[src/design/coc_pkg.sv]
// Shared types and constants for the cursor overlay compositor.
package coc_pkg;

  // Width of a signed frame-to-cursor offset (12-bit coordinate minus 13-bit position).
  localparam int DXW = 14;
  // Width of a byte address into the shape store before wrapping.
  localparam int BAW = 18;
  // Width of a word index into the shape store before wrapping.
  localparam int WIW = BAW - 2;

  typedef enum logic [1:0] {
    MODE_COLOR     = 2'd0,
    MODE_MONO      = 2'd1,
    MODE_MASKED    = 2'd2,
    MODE_COLOR_ALT = 2'd3
  } shape_mode_t;

  // Side information that travels with a pixel beat alongside the store read data.
  typedef struct packed {
    logic        hit;
    logic [1:0]  off0;
    logic [1:0]  off1;
    logic [2:0]  bit_idx;
    logic [31:0] frame;
  } coc_ctl_t;

endpackage

[src/design/coc_mix.sv]
// Compositing datapath: byte extraction, mode logic, blend products, divide-by-255 and the output register.
module coc_mix
  import coc_pkg::*;
(
  input  logic        clk,
  input  logic        rst_n,
  input  shape_mode_t shape_mode,
  input  logic        in_valid,
  output logic        in_ready,
  input  coc_ctl_t    in_ctl,
  input  logic [31:0] rdata0,
  input  logic [31:0] rdata1,
  output logic        out_valid,
  input  logic        out_ready,
  output logic [31:0] out_pixel,
  output logic        out_cursor_hit
);

  logic              a_v_r, a_v_nxt;
  logic              a_hit_r;
  logic              a_blend_r;
  logic [31:0]       a_direct_r;
  logic [23:0]       a_c_r;
  logic [7:0]        a_fa_r;
  logic [2:0][15:0]  a_prod_r;
  logic              out_v_r, out_v_nxt;
  logic [31:0]       out_pixel_r;
  logic              out_hit_r;

  logic              o_ready_in;
  logic              a_ready;
  logic [63:0]       pair;
  logic [31:0]       c;
  logic [31:0]       f;
  logic [7:0]        byte_a;
  logic [7:0]        byte_x;
  logic              and_bit;
  logic              xor_bit;
  logic [7:0]        inv_a;
  logic [31:0]       direct;
  logic              use_blend;
  logic [2:0][15:0]  prod;
  logic [2:0][15:0]  qsum;
  logic [2:0][7:0]   chan;
  logic [31:0]       res;

  assign o_ready_in = !out_v_r || out_ready;
  assign a_ready    = !a_v_r || o_ready_in;
  assign in_ready   = a_ready;

  // The cursor pixel may straddle two store words; byte offsets select from the pair.
  assign pair    = {rdata1, rdata0};
  assign c       = 32'(pair >> {in_ctl.off0, 3'b000});
  assign f       = in_ctl.frame;
  assign byte_a  = 8'(rdata0 >> {in_ctl.off0, 3'b000});
  assign byte_x  = 8'(rdata1 >> {in_ctl.off1, 3'b000});
  assign and_bit = byte_a[~in_ctl.bit_idx];
  assign xor_bit = byte_x[~in_ctl.bit_idx];
  assign inv_a   = 8'hFF - c[31:24];

  always_comb begin
    direct    = f;
    use_blend = 1'b0;
    if (in_ctl.hit) begin
      unique case (shape_mode)
        MODE_MONO: begin
          direct = and_bit ? f : (f & 32'hFF00_0000);
          if (xor_bit) begin
            direct = direct ^ 32'h00FF_FFFF;
          end
        end
        MODE_MASKED: begin
          direct = (c[31:24] != 8'h00) ? ((f ^ c) | 32'hFF00_0000) : (c | 32'hFF00_0000);
        end
        default: begin
          if (c[31:24] == 8'h00) begin
            direct = f;
          end else if (c[31:24] == 8'hFF) begin
            direct = c;
          end else begin
            use_blend = 1'b1;
          end
        end
      endcase
    end
  end

  always_comb begin
    for (int k = 0; k < 3; k++) begin
      prod[k] = {8'd0, f[8*k +: 8]} * {8'd0, inv_a};
    end
  end

  // Exact floor division by 255 for products below 65280.
  always_comb begin
    for (int k = 0; k < 3; k++) begin
      qsum[k] = a_prod_r[k] + 16'd1 + {8'd0, a_prod_r[k][15:8]};
      chan[k] = qsum[k][15:8] + a_c_r[8*k +: 8];
    end
  end

  assign res = a_blend_r ? {a_fa_r, chan[2], chan[1], chan[0]} : a_direct_r;

  assign a_v_nxt   = a_ready ? in_valid : a_v_r;
  assign out_v_nxt = o_ready_in ? a_v_r : out_v_r;

  always_ff @(posedge clk) begin
    if (!rst_n) begin
      a_v_r   <= 1'b0;
      out_v_r <= 1'b0;
    end else begin
      a_v_r   <= a_v_nxt;
      out_v_r <= out_v_nxt;
    end
  end

  always_ff @(posedge clk) begin
    if (a_ready && in_valid) begin
      a_hit_r    <= in_ctl.hit;
      a_blend_r  <= use_blend;
      a_direct_r <= direct;
      a_c_r      <= c[23:0];
      a_fa_r     <= f[31:24];
      a_prod_r   <= prod;
    end
    if (o_ready_in && a_v_r) begin
      out_pixel_r <= res;
      out_hit_r   <= a_hit_r;
    end
  end

  assign out_valid      = out_v_r;
  assign out_pixel      = out_pixel_r;
  assign out_cursor_hit = out_hit_r;

  a_moves_to_out: assert property (@(posedge clk) disable iff (!rst_n)
    (a_v_r && o_ready_in) |=> out_v_r)
    else $error("blend stage beat did not reach the output register");

  miss_never_blends: assert property (@(posedge clk) disable iff (!rst_n)
    (a_v_r && !a_hit_r) |-> !a_blend_r)
    else $error("pixel outside the cursor selected the blend path");

  a_holds_on_stall: assert property (@(posedge clk) disable iff (!rst_n)
    (a_v_r && !o_ready_in) |=> (a_v_r && $stable(a_prod_r) && $stable(a_direct_r)))
    else $error("blend stage changed while the output was stalled");

endmodule

[config.mk]
export PLATFORM = sky130hd
export DESIGN_NAME = coc_mix
export DESIGN_NICKNAME = d
export VERILOG_FILES = /design/src/design/coc_pkg.sv /design/src/design/coc_mix.sv
export SDC_FILE = /design/constraint.sdc
export NUM_CORES = 1
export LEC_CHECK = 0
export ABC_CLOCK_PERIOD_IN_PS = 8300
export BUFFER_PORTS_ARGS = -buffer_cell sky130_fd_sc_hd__clkbuf_2
export CAP_MARGIN = 0
export CORE_MARGIN = 2
export CORE_UTILIZATION = 55
export DETAILED_ROUTE_END_ITERATION = 10
export GPL_TIMING_DRIVEN = 1
export PLACE_DENSITY = 0.83
export RECOVER_POWER = 100
export SLEW_MARGIN = 0
export SYNTH_ARGS = -nofsm -noshare
export SYNTH_HDL_FRONTEND = slang
export SYNTH_SLANG_ARGS = --single-unit
[constraint.sdc]
create_clock -name clk -period 8.3 [get_ports clk]
set_clock_uncertainty 0.2 [all_clocks]
set_input_delay 0.83 -clock clk [delete_from_list [all_inputs] [get_ports clk]]
set_output_delay 0.83 -clock clk [all_outputs]
set_load 0.005 [all_outputs]
Yosys cells after proc, flatten, opt, wreduce, memory -nomap -nowiden
Index checks and enable logic that the tools add are counted.
W data, S select, Z words.

storage, ports and cells
  register bits after elaboration = 149
  bits of input ports = 110
  output and inout bits = 35

cells by class
  $add $sub $neg = 10
  $mul = 3
  order comparisons = 1
  equal/unequal tests = 3
  shift-type cells = 3
  muxes and demuxes = 13
  bitwise operators = 4
  reduce and logical (&&, ||, !) cells = 9

operator list
  cell                     count
  $mux W32                 4
  $mux W24                 3
  $pmux W32 S2             1
  $shr A32 B5 Y8           2
  $shr A64 B5 Y32          1
  $add A16 B1 Y16 const B  3
  $add A16 B8 Y16          3
  $mul A8 B8 Y16           3
  $add A8 B8 Y8            3
  $not A24 Y24             1
  $xor A24 B24 Y24         1
  $eq A8 B8 Y1 const B     1
  $logic_not A8 Y1         1
  $reduce_bool A8 Y1       1
  $sub A8 B8 Y8 const A    1
  $bmux W1 S3              2
  $lt A3 B4 Y1 const B     1
  $reduce_or A4 Y1         1
  $mux W1                  3
  $not A3 Y3               1
  $eq A2 B1 Y1 const B     1
  $eq A2 B2 Y1 const B     1
  $logic_and A1 B1 Y1      2
  $logic_not A1 Y1         2
  2 further kinds          3

Depth between registers and ports, before layout
  depth after elaboration = 8
  mapped depth = 22
  mapped depth without buffers = 18

Least setup slack after synthesis
OpenSTA, ideal clock, no wires.

  path type = input to register
  from = input port in_ctl[37] (netlist name)
  to = register a_prod_r[15] (netlist name), data pin
  library setup time = 0.266 ns
  arrival = 5.677 ns
  required time = 7.834 ns
  slack = 2.157 ns
  stages on the path = 22
  cell sequence = buf_6 buf_6 buf_1 buf_2 mux2i_1 nand2_1 o21ai_1 nand2_1 fa_1 fa_1 inv_1 fa_1 inv_1 fa_1 inv_1 ha_1 inv_1 o21bai_1 a31oi_1 o21ai_0 o41ai_1 xnor2_1

RTL lines
  item                    RTL line        text
  start: declaration      coc_mix.sv:10   input coc_ctl_t in_ctl,
  end signal: assignment  coc_mix.sv:124  a_prod_r <= prod;
  end: declaration        coc_mix.sv:25   logic [2:0][15:0] a_prod_r;

Final worst setup path
  from = input port in_ctl[38] (netlist name)
  to = register a_direct_r[12], data pin

on the way
  longest elaborated chain between the ends = 8
  elaborated cells on any way between the ends = 16

ends and longest elaborated chain
  item                           RTL line        text
  $shr A32 B5 Y8                 coc_mix.sv:55   assign byte_a = 8'(rdata0 >> {in_ctl.off0, 3'b000});
  $bmux W1 S3                    coc_mix.sv:57   assign and_bit = byte_a[~in_ctl.bit_idx];
  $mux W1 (implied by the code)  coc_mix.sv:57
  $mux W24                       coc_mix.sv:67   direct = and_bit ? f : (f & 32'hFF00_0000);
  $not A24 Y24 (no source line)  n/a
  $mux W24                       coc_mix.sv:68   if (xor_bit) begin
  $pmux W32 S2 *                 coc_mix.sv:65   unique case (shape_mode)
  $mux W32 *                     coc_mix.sv:64   if (in_ctl.hit) begin
  net direct[12]                 coc_mix.sv:40   logic [31:0] direct;
  end signal: assignment         coc_mix.sv:121  a_direct_r <= direct;
  end: declaration               coc_mix.sv:22   logic [31:0] a_direct_r;

Mark *: on every way through the listed nets, which the timed path passes. The rest lies on a longest branch. The select of a mux whose other input is x is not followed.
A chain may end at the register's enable or synchronous reset.

==> summary.md <==
| Metric | Value |
|---|---|
| Post-place instance area | 0.01631 mm² |
| Max_slew headroom | -1.389 |
| Root Buffer | clkbuf_16 |
| CTS tree | yes |
| RSZ-0062 raised after global routing | no |
| Share of the yosys chip area belonging to registers | 0.2894 |
| CTS Sinks | about 150 |
| Worst-Margin Slew | 3584 ps |
| Max cap viols | 5 |
| Routed wire length per instance | 21.46 µm |
| Violated checks | max-capacitance violations, max-slew violations |
| Post-synth EDFFs | 147 |
| CTS clk-pin slew, worst paths | 70 ps |
| Pwr dens | 283.6 mW/mm² |
| Switching fraction of total power | 0.4221 |
| Setup crit end kind | register |
| Share of layout cells above drive strength 1 | 0.1599 |
| Synth Area per Inst | 10.84 µm² |
| Setup_tns | 0 ps |
| Vias per cell | slightly above 6 |
| GRT overflow | 0 |
| Max IR drop VDD | 144.0 µV |
| Post-Syn Area | 0.01539 mm² |
| PortBufs | 144 |
| Met2 Usage GRT | 0.4744 |
| Drt pass-1 iters | 8 |
| Design Area, Final | between 0.015 and 0.02 mm² |
| Final Cycle Share | 0.8572 |
| Die width | 171.3 µm |
| Clk_lat worst skew | ~450 ps |
| Setup Buffers After CTS | 0 |
| CTS H-tree lvls | 4 |
| Synth Register Bits | 149 |
| Synth Instances | 1420 |
| Vias in the first global route | 11980 |
| Via count | 11720 |
| Antenna Nets Post-Route | 0 |
| Total of fill cells in the finished design | 2167 |
| Sw Pwr | 0.002017 W |
| Final net count | about 1900 |
| Synth unique cells | 54 |
| Die Span Y | 171.3 µm |
| Critical path class | in -> reg |
| Ports | 145 |
| Met1 GRT Util | 0.3347 |
| Status | finished with violations |
| Leak | ~7.2 nW |
| Post-DP HPWL | 30580 µm |
| Starting Density | 0.5570 |
| Hold-fix buffers at CTS | 0 |
| Initial antenna violation count | 4 |
| CTS Buffer Depth | 2 |
| Reg power frac | 0.259 |
| Cell Count Post-Placement | 1872 |
| CP max FO | 26 |
| Fin crit period | just over 7000 ps |
| Grt met3 use | 0.07662 |
| Hold Violations, Final | 0 |
| Internal | about 0.0028 W |
| HP Class | reg -> reg |
| Post-synth ARST share | 0 |
| Most used routing layer | met2 |
| 1st-iter DRT viols | 1209 |
| Synth warn | 0 |
| Row cnt | 61 |
| Core ar. | 0.02763 mm² |
| Routability cong. | ~0.9 |
| Top FF cell, synth | edfxtp_1 |
| Final std cells w/o fill | between 1500 and 2000 |
| Fmax | 140.5 MHz |
| Tot GR Track Use | 0.2860 |
| Pin count of the biggest net entering global routing | 65 |
| First-pass GRT wire length | between 60000 and 70000 µm |
| Area Overhead vs Synth | 9.455% |
| Combinational group share of total power | 0.574 |
| Final wirelength | 40910 µm |
| DRC | 0 |
| Clock Power Share | 0.167 |
| Final Max Tran Viols | 206 |
| Die ar. | 0.02934 mm² |
| CTS buffer count | 17 |
| Worst Path Required | 8260 ps |
| Crit path DAT | 7080 ps |
| Startpoint Class | input port |
| Endpoints failing setup | 0 |
| CTS resizes | 0 |
| Mapped Nets | 1793 |
-- power groups by stage --
stage / Clock, W / Combinational (W) / Sequential, W
global route: 0.000826 / 0.00308 / 0.00125
finish: 0.000797 / 0.00274 / 0.00124
floorplan: 0 / 0.00206 / 0.00121
global placement: 0 / 0.00258 / 0.00124
detailed placement: 0 / 0.00271 / 0.00125
CTS: 0.000794 / 0.00274 / 0.00123
-- placed cells by master (no fill, tap or decap), drive strengths merged, types with 33 or more instances in the layout --
| cell type | synthesis | final |
|---|---|---|
| inv | 159 | 167 |
| clkbuf | 54 | 164 |
| nor2b | 163 | 163 |
| ha | 152 | 152 |
| edfxtp | 147 | 147 |
| fa | 111 | 111 |
| xnor2 | 82 | 82 |
| a21oi | 66 | 66 |
| o21ai | 56 | 56 |
| nand2 | 53 | 53 |
| mux4 | 43 | 43 |
| nor2 | 34 | 34 |
| mux2 | 33 | 33 |
-- through the flow --
stage / util / setup slack (ps) / total power [W] / hold slack, ps
after floorplan: - / 2157 / 0.003269 / 200.3
after global placement: 0.5903 / 1874 / 0.003816 / 203.4
after detailed placement: 0.5903 / 1646 / 0.003959 / 208.3
after CTS: 0.6120 / 2104 / 0.004771 / 224.3
after global routing: 0.6097 / 1008 / 0.005154 / 230.8
final: 0.6097 / 1185 / 0.004778 / 224.6
-- layout make-up --
type / count / area, µm² / share of cell area
Multi-Input combinational cell: 1034 / 9990 / 0.5930
Clock inverter: 15 / 175.2 / 0.01040
Sequential cell: 149 / 4454 / 0.2644
Timing Repair Buffer: 152 / 725.7 / 0.04308
Antenna cell: 2 / 5.005 / 0.0002971
Inverter: 159 / 596.8 / 0.03543
Tap cell: 378 / 473.0 / 0.02808
Clock buffer: 17 / 425.4 / 0.02525
-- logic make-up after synthesis --
| logic type | synth area share |
|---|---|
| xor+xnor | 0.05748 |
| fa+ha+maj | 0.2680 |
| flops | 0.2894 |
| mux | 0.09163 |
| buf+inv | 0.06146 |
| compound gates | 0.1041 |
| simple gates | 0.1280 |
-- synthesized netlist by cell type, drive strengths merged (4+ instances only) --
cell,number,area (µm²)
a21o,31,232.7
a21oi,66,394.1
a31oi,27,168.9
and2,5,31.28
and2b,5,37.54
and3,6,37.54
buf,24,146.4
clkbuf,54,202.7
edfxtp,147,4414
fa,111,2222
ha,152,1902
inv,159,596.8
mux2,33,371.6
mux2i,7,70.07
mux4,43,968.4
nand2,53,198.9
nand2b,18,112.6
nand3,10,50.05
nand3b,25,187.7
nand4,8,50.05
nor2,34,127.6
nor2b,163,1020
nor3,9,45.04
o21a,12,90.09
o21ai,56,287.8
o21bai,4,30.03
o221ai,25,219.0
xnor2,82,718.2
xor2,19,166.4
-- registers in the layout, summed over array words and instances (netlist names) --
register / cells
a_hit_r: 1
a_direct_r: 32
a_blend_r: 1
a_prod_r: 48
out_pixel: 32
out_valid: 1
a_v_r: 1
a_fa_r: 8
out_cursor_hit: 1
a_c_r: 24
-- final timing paths --
check | start | end | slack, ps | depth (start not counted)
min | a_hit_r$_DFFE_PP_ | out_cursor_hit$_DFFE_PP_ | 220 | 0
min reg2reg | a_hit_r$_DFFE_PP_ | out_cursor_hit$_DFFE_PP_ | 220 | 0
max | in_ctl[38] | a_direct_r[12]$_DFFE_PP_ | 1190 | 9
max reg2reg | out_valid$_SDFFE_PN0P_ | a_c_r[14]$_DFFE_PP_ | 1900 | 4
-- metal layers --
metal	part of all wire	wire, µm	vias up
li1	-	-	5141
met2	0.48	19510	724
met5	0	0	-
met1	0.36	14600	5686
met4	0.058	2372	0
met3	0.11	4426	171
-- worst max-delay path, stage by stage --
cell	delay, ps
clkbuf_1	850
clkbuf_1	970
mux4_2	920
nand4_1	220
o21ai_0	190
and2_0	1300
a21boi_0	1120
buf_4	420
a31oi_1	200
No activity file was read; power rests on OpenSTA's default activity.
